`config.mk`:
```
export PLATFORM = sky130hd
export DESIGN_NAME = prcc_track
export DESIGN_NICKNAME = d
export VERILOG_FILES = /design/src/hw/rtl/prcc_pkg.sv /design/src/hw/rtl/prcc_crc_update.sv /design/src/hw/rtl/prcc_track.sv
export SDC_FILE = /design/constraint.sdc
export NUM_CORES = 1
export LEC_CHECK = 0
export BUFFER_PORTS_ARGS = -buffer_cell sky130_fd_sc_hd__buf_4
export CORE_ASPECT_RATIO = 0.75
export CORE_MARGIN = 10
export CORE_UTILIZATION = 25
export DETAILED_ROUTE_END_ITERATION = 10
export GPL_ROUTABILITY_DRIVEN = 0
export SLEW_MARGIN = 10
export SYNTH_ARGS = -nofsm -noshare
export SYNTH_HDL_FRONTEND = slang
export SYNTH_SLANG_ARGS = --single-unit
export TNS_END_PERCENT = 1
```
`constraint.sdc`:
```
create_clock -name clk -period 17.49 [get_ports clk]
set_clock_uncertainty 0.15 [all_clocks]
set_input_delay 2.6235 -clock clk [delete_from_list [all_inputs] [get_ports clk]]
set_output_delay 2.6235 -clock clk [all_outputs]
set_load 0.02 [all_outputs]
```
`src/hw/rtl/prcc_pkg.sv`:
```
`timescale 1ns / 1ps
// ---------------------------------------------------------------------------
// prcc_pkg
// Shared types, constants and helpers for the packet reassembly CRC checker.
// ---------------------------------------------------------------------------
package prcc_pkg;

  // Largest file limit honored, whatever the capacity register holds
  localparam int unsigned FILE_BYTES_MAX = 4096;
  // Largest payload of one packet; packets longer than PAYLOAD_MAX + 4 bytes are treated as faulty
  localparam int unsigned PAYLOAD_MAX    = 250;

  localparam logic [15:0] CRC_INIT = 16'hFFFF;
  localparam logic [15:0] CRC_POLY = 16'h1021;

  localparam int unsigned CAP_W      = 13;
  localparam logic [CAP_W-1:0] CAP_RESET = 13'd4096;

  // Configuration port
  localparam int unsigned CFG_ADDR_W = 3;
  localparam int unsigned CFG_DATA_W = 32;
  localparam logic REG_FILE_CAPACITY = 1'b0;

  // Result status codes
  typedef enum logic [2:0] {
    ST_RADIO_ERR = 3'd0,
    ST_TOO_SHORT = 3'd1,
    ST_TAKEN     = 3'd2,
    ST_FILE_OK   = 3'd3,
    ST_CRC_BAD   = 3'd4
  } status_t;

  typedef struct packed {
    logic [7:0] data_byte;
    logic [7:0] packet_len;
    logic       radio_error;
  } in_item_t;

  typedef struct packed {
    status_t          status;
    logic [7:0]       packet_index;
    logic [7:0]       packet_total;
    logic [15:0]      computed_crc;
    logic [15:0]      expected_crc;
    logic [CAP_W-1:0] file_bytes;
    logic             payload_dropped;
  } out_item_t;

  // Payload bytes after the header: 4-byte header on index 0, else 2
  function automatic logic [7:0] payload_size(input logic [7:0] idx,
                                              input logic [7:0] len);
    logic [7:0] hdr;
    hdr = (idx == 8'd0) ? 8'd4 : 8'd2;
    return (len >= hdr) ? (len - hdr) : 8'd0;
  endfunction

endpackage

```
`src/hw/rtl/prcc_crc_update.sv`:
```
`timescale 1ns / 1ps
// ---------------------------------------------------------------------------
// prcc_crc_update
// One-byte CRC-16 update, polynomial 0x1021, MSB first, unrolled.
// ---------------------------------------------------------------------------
module prcc_crc_update
  import prcc_pkg::*;
(
  input  logic [15:0] crc_in,
  input  logic [7:0]  data_in,
  output logic [15:0] crc_out
);

  // Eight shift/xor steps on a 16-bit value
  always_comb begin
    logic [15:0] c;
    c = crc_in ^ {data_in, 8'h00};
    for (int k = 0; k < 8; k++) begin
      if (c[15]) begin
        c = {c[14:0], 1'b0} ^ CRC_POLY;
      end else begin
        c = {c[14:0], 1'b0};
      end
    end
    crc_out = c;
  end

endmodule

```
`src/hw/rtl/prcc_track.sv`:
```
`timescale 1ns / 1ps
// ---------------------------------------------------------------------------
// prcc_track
// Packet position tracking, header capture, running file CRC and status.
// ---------------------------------------------------------------------------
module prcc_track
  import prcc_pkg::*;
(
  input  logic             clk,
  input  logic             rst_n,
  input  logic             step,
  input  in_item_t         item,
  input  logic [CAP_W-1:0] cap_limit,
  output logic             res_valid,
  output out_item_t        res
);

  localparam logic [8:0] FAULT_LEN = 9'(PAYLOAD_MAX + 4);

  logic [7:0]       byte_pos_r,  byte_pos_nxt;
  logic [7:0]       index_r,     index_nxt;
  logic [7:0]       total_r,     total_nxt;
  logic [7:0]       hold_r,      hold_nxt;
  logic             take_r,      take_nxt;
  logic             fault_r,     fault_nxt;
  logic [CAP_W-1:0] acc_r,       acc_nxt;
  logic [15:0]      crc_r,       crc_nxt;
  logic [15:0]      hdr_crc_r,   hdr_crc_nxt;

  logic [15:0]      crc_upd;
  logic [CAP_W-1:0] acc_base;
  logic [7:0]       pl_size;
  logic [7:0]       len;
  logic [7:0]       data;
  logic             len_ok;
  logic             last_byte;

  assign len    = item.packet_len;
  assign data   = item.data_byte;
  assign len_ok = (len >= 8'd2);

  prcc_crc_update u_crc (
    .crc_in  (crc_r),
    .data_in (data),
    .crc_out (crc_upd)
  );

  // Next state for one item
  always_comb begin
    byte_pos_nxt = byte_pos_r;
    index_nxt    = index_r;
    total_nxt    = total_r;
    hold_nxt     = hold_r;
    take_nxt     = take_r;
    fault_nxt    = fault_r;
    acc_nxt      = acc_r;
    crc_nxt      = crc_r;
    hdr_crc_nxt  = hdr_crc_r;
    acc_base     = acc_r;
    pl_size      = payload_size(data, len);
    last_byte    = ({1'b0, byte_pos_r} + 9'd1) >= {1'b0, len};

    if (len != 8'd0) begin
      if (byte_pos_r == 8'd0) begin
        // Header byte 0: sample the fault, capture index, maybe restart file
        fault_nxt = item.radio_error || ({1'b0, len} > FAULT_LEN);
        take_nxt  = 1'b0;
        if (!fault_nxt && len_ok) begin
          index_nxt = data;
          if (data == 8'd0) begin
            acc_base = '0;
            acc_nxt  = '0;
            crc_nxt  = CRC_INIT;
          end
          take_nxt = (pl_size != 8'd0) &&
                     (({1'b0, acc_base} + (CAP_W+1)'(pl_size)) <= {1'b0, cap_limit});
        end
      end else if (!fault_r && len_ok) begin
        if (byte_pos_r == 8'd1) begin
          total_nxt = data;
        end else if (index_r == 8'd0 && byte_pos_r == 8'd2) begin
          hold_nxt = data;
        end else if (index_r == 8'd0 && byte_pos_r == 8'd3) begin
          hdr_crc_nxt = {hold_r, data};
        end else if (take_r && (acc_r < cap_limit)) begin
          crc_nxt = crc_upd;
          acc_nxt = acc_r + CAP_W'(1);
        end
      end
      byte_pos_nxt = last_byte ? 8'd0 : (byte_pos_r + 8'd1);
    end else begin
      byte_pos_nxt = 8'd0;
    end
  end

  // Status on the last byte of a packet
  always_comb begin
    res_valid           = (len != 8'd0) && last_byte;
    res.status          = ST_TAKEN;
    res.packet_index    = 8'd0;
    res.packet_total    = 8'd0;
    res.computed_crc    = crc_nxt;
    res.expected_crc    = hdr_crc_nxt;
    res.file_bytes      = acc_nxt;
    res.payload_dropped = 1'b0;
    if (fault_nxt) begin
      res.status = ST_RADIO_ERR;
    end else if (!len_ok) begin
      res.status = ST_TOO_SHORT;
    end else begin
      res.packet_index    = index_nxt;
      res.packet_total    = total_nxt;
      res.payload_dropped = !take_nxt && (payload_size(index_nxt, len) != 8'd0);
      if (total_nxt != 8'd0 && index_nxt == (total_nxt - 8'd1)) begin
        res.status = (crc_nxt == hdr_crc_nxt) ? ST_FILE_OK : ST_CRC_BAD;
      end
    end
  end

  // State registers
  always_ff @(posedge clk) begin
    if (!rst_n) begin
      byte_pos_r <= '0;
      index_r    <= '0;
      total_r    <= '0;
      hold_r     <= '0;
      take_r     <= 1'b0;
      fault_r    <= 1'b0;
      acc_r      <= '0;
      crc_r      <= CRC_INIT;
      hdr_crc_r  <= '0;
    end else if (step) begin
      byte_pos_r <= byte_pos_nxt;
      index_r    <= index_nxt;
      total_r    <= total_nxt;
      hold_r     <= hold_nxt;
      take_r     <= take_nxt;
      fault_r    <= fault_nxt;
      acc_r      <= acc_nxt;
      crc_r      <= crc_nxt;
      hdr_crc_r  <= hdr_crc_nxt;
    end
  end

  // File state only moves when an item is processed
  a_state_hold: assert property (@(posedge clk) disable iff (!rst_n)
    !step |=> $stable(crc_r) && $stable(acc_r) && $stable(byte_pos_r))
    else $error("file state changed without an item");

  // Mid-packet items advance the position by one
  a_pos_advance: assert property (@(posedge clk) disable iff (!rst_n)
    step && !res_valid && (len != 8'd0) |=> byte_pos_r == $past(byte_pos_r) + 8'd1)
    else $error("byte position did not advance");

  // A completed packet restarts position counting
  a_pos_restart: assert property (@(posedge clk) disable iff (!rst_n)
    step && res_valid |=> byte_pos_r == 8'd0)
    else $error("byte position not cleared at packet end");

endmodule

```
* Yosys cells after proc, flatten, opt, wreduce, memory -nomap -nowiden *
Cells that the tools add are included.
Widths: inputs -> output; s select.

word-level totals
  register bits = 79
  input bits = 33
  output and inout port bits = 66
  logic and storage cells = 122

cells by class
  $add $sub $neg = 7
  magnitude comparators = 7
  equal/unequal tests = 5
  multiplexer cells = 61
  bitwise gates (word level) = 11
  reductions and logical operators = 22

operators by type and width
  operator               number
  $mux 16                17
  $mux 13                20
  $mux 8                 11
  $logic_not 8->1        4
  $reduce_bool 8->1      4
  $not 3->3              8
  $mux 3                 6
  $eq 16x16->1           1
  $eq 8x2->1 const B     2
  $ge 8x3->1             2
  $sub 8x3->8            2
  $xor 16x16->16         1
  $add 13x8->14          1
  $le 14x13->1           1
  $add 13x1->13 const B  1
  $lt 13x13->1           1
  $add 8x1->9 const B    1
  $ge 9x8->1             1
  $logic_and 1x1->1      9
  $add 8x1->8 const B    1
  $eq 8x1->1 const B     1
  $eq 8x8->1             1
  $ge 8x2->1 const B     1
  $gt 8x8->1 const B     1
  other kinds (6)        15

* Logic depth before layout (Yosys ltp) *
  word-level depth = 29
  depth in mapped cells = 33
  gate-level depth less buffers = 30

* Hierarchy *
Synthesis repeated with hierarchy kept, for this count alone.

unflattened totals
  cell total of the unflattened synthesis = 887
  area, all modules = 7,194.4 um2

modules (own cells, without submodules)
  module           instances  cells an instance  area each (um2)  seq. area each (um2)
  prcc_track       1          862                6,799.0          1,581.5
  prcc_crc_update  1          25                 395.4            0.0

* Worst setup path before layout *
No wires, ideal clock.

  kind = input -> output
  start = input port item[13] in the netlist's numbering
  end = output port res[0] in the netlist's numbering
  arrival = 7,701 ps
  required time = 14,717 ps
  setup slack = 7,015 ps
  stages on the path = 31
  path buffers = 3
  cells stage by stage = buf_2 nor4_1 nand2_1 clkbuf_1 ha_1 a21o_1 a21oi_1 and3_1 clkbuf_1 or2_2 inv_1 ha_1 a21o_1 a21oi_1 o21ai_0 a21oi_1 nor2b_1 o21ai_0 a21oi_1 nand2_1 xor2_1 nor2_1 ha_1 nand4_1 o21ai_0 a21o_1 a21o_1 a21oi_1 nor2_1 nor2_1 nor3_1

RTL lines
  item                line              text
  start: declaration  prcc_track.sv:12  input in_item_t item,
  end: declaration    prcc_track.sv:15  output out_item_t res

==> metrics <==
run status finished clean; effective utilization at floorplan 0.2566; root cell of the clock tree clkbuf_16; Vert. Die Dim 164.9 um; number of iterations in the first detailed-routing pass 5; startpoint type of the worst setup path input port; GR Overflow Total 0; cell with the most instances on the worst path a21o_1; Final #Nets 1072; count of flip-flops with a built-in enable after synthesis 0; endpoint kind of the worst setup timing path primary output; total negative slack for setup checks 0 ps; number of remaining DRC errors 0; number of instances in the synthesized netlist 928; number of fill cells 2887; cell area after technology mapping 6994 um2; min cycle time layout 11370 ps; endpoint of the worst hold path index_r[1]; number of H-tree levels 3; Synth top area share 0.2261; count of synthesis-stage warnings from yosys 0; via count of the routed design 6832; HPWL Detailed 18200 um; die area 35140 um2; fraction of the cycle the final worst path needs 0.6503; # setup viols final 0; Slew HR 0.3247; setup slack, reg-to-reg 13060 ps; Seq cells post-synth 79; critical path arrival 8600 ps; nets in the synthesized netlist 1015; Req. time, crit path 14720 ps; setup repair after global routing missed its margin no; delay of the slowest cell on the worst path 530 ps; worst-margin pin slew 1013 ps; DR iter-0 viols 443; count of input and output buffers 98; first-pass GRT wire length 37760 um; total routing usage reported by global routing 0.1352; top cell type by total area after synthesis dfxtp_1; Hold-fix buffers, CTS 0; most common library cell in the layout ignoring fill and taps nor2_1; area used by sequential logic in the layout 1582 um2; fraction of layout cells with a size suffix above 1 0.1424; post-DR wirelength/cell 17.73 um; max-slew violation count 0; total routed wirelength 23780 um; maximum number of pins on one net before global-route repair 84; total clock sinks 79; total CTS buffers 9; worst-skew pair later-pin latency 350 ps; Hold Vio Cnt, Final 0; Top Family by Delay on Critical Path compound AO/OA/AOI/OAI gates; final cell count without fillers 1341; depth of the worst register-to-register path 23; count of standard-cell rows 52; multi-input combinational cell area 4935 um2; cell depth of the worst hold path 2; Critical R2R Launch acc_r[0]; detailed-route vias per instance 5.095; Core Area 27260 um2; critical path type in2out; die outline width 213.1 um; CTS tree done; Top Ports 99; HP Start index_r[1]; buffers inserted by post-CTS timing repair 0; top library cells by usage in the layout, fill and taps aside nor2_1 (136), buf_4 (106), nand2_1 (84), dfxtp_1 (79), inv_1 (55); capture instance of the worst register-to-register path take_r; via count of the first global-routing pass 6586; leading cell types by total area after synthesis dfxtp_1 (23%), ha_1 (9.1%), nor2_1 (7.3%); share of the yosys chip area belonging to registers 0.2261; peak supply drop 0.04506 mV; hold crit path type reg2reg; Gates resized, CTS repair 0; n_diodes 0; number of placed instances, taps included 1325; prevailing post-synth register cell dfxtp_1; Worst-path clk slew 60 ps; Netlist cell types 71; Avg Inst Size Synth 7.537 um2; leak pwr 3.675 nW; first element of the critical path item[13]; number of antenna violations at the first check in global routing 0; power density over cell area 67.47 nW/um2; area growth from synthesis to final layout 18.18%; maximum fanout encountered on the critical timing path 16; highest attainable clock frequency 0.08792 GHz; number of antenna-violating nets in the routed design 0; Max Cap Viol 0; cell at the slowest stage of the critical path nor4_1; number of buffer and inverter instances along the worst setup path 3; Async SR Flop Fraction 0; number of buffers on the longest clock path 2
[metal layers]
layer / global-route usage / vias to the layer above / routed length, um
met5: 0 / - / 0
met4: 0.04211 / 0 / 430
met3: 0.02500 / 25 / 1593
met2: 0.1949 / 217 / 9767
met1: 0.1970 / 3215 / 11990
li1: - / 3375 / -
[tightest hold or removal path: cells and delay by family, from the launching register on]
family	cells	cell delay, ps
flops	1	320
compound gates	1	50
simple gates	1	60
[synth_stat cells (9+ instances only)]
cell and count:
and2_1 10, and3_1 9, ha_1 51, dfxtp_1 79
nand3_1 25, a21oi_1 52, a211oi_1 22, nand4_1 11
mux2i_1 49, clkbuf_1 39, buf_2 9, xnor2_1 51
xor2_1 17, inv_1 56, o21ai_0 38, a21o_1 22
nor3_1 35, nand2_1 84, nor2_1 136
[state kept, by name, summed over array words and instances, names as in the netlist]
| name | cells |
|---|---|
| hold_r | 8 |
| acc_r | 13 |
| crc_r | 16 |
| byte_pos_r | 8 |
| hdr_crc_r | 16 |
| total_r | 8 |
| index_r | 8 |
| fault_r | 1 |
| take_r | 1 |
[logic make-up after synthesis]
logic type,after synthesis,share of synthesized area
AND/OR/NAND/NOR,362,0.2494
AO/OA/AOI/OAI,197,0.1927
buffers and inverters,116,0.07030
flip-flops,79,0.2261
XOR/XNOR,68,0.08515
adder cells (fa/ha/maj),54,0.09982
multiplexers,52,0.07656
[final cells by class]
class                           instances  area share
Clock buffer                            9     0.02725
Clock inverter                          7    0.009537
Inverter                               56     0.02543
Multi-Input combinational cell        733      0.5970
Sequential cell                        79      0.1913
Tap cell                              351     0.05313
Timing Repair Buffer                  106     0.09628
[metrics by stage]
step	utilization	hold slack, ps	instance area (um2)	setup WS, ps	total power, mW
2_1_floorplan	-	299.1	6994	7015	0.3116
3_3_place_gp	0.2920	308.2	7961	6369	0.3614
3_5_place_dp	0.2920	317.8	7961	6168	0.3634
4_1_cts	0.3032	326.6	8265	6137	0.5607
5_1_grt	0.3032	353.0	8265	5343	0.5869
6_report	0.3032	328.2	8265	6116	0.5577
[report_power, final]
group | switching (mW) | leakage [nW] | internal, mW
clock network | 0.0853 | 0.150 | 0.112
registers | 0.00924 | 0.645 | 0.187
logic | 0.0992 | 2.88 | 0.0652
total | 0.194 | 3.67 | 0.364
[how the worst max path moves through the flow]
stage,end,slack [ps],cells after the start
6_report,res[0],6120,30
5_1_grt,res[0],5340,30
4_1_cts,res[0],6140,30
3_5_place_dp,res[0],6170,30
3_3_place_gp,res[0],6370,30
2_1_floorplan,res[0],7020,31
No activity file was read; power rests on OpenSTA's default activity.
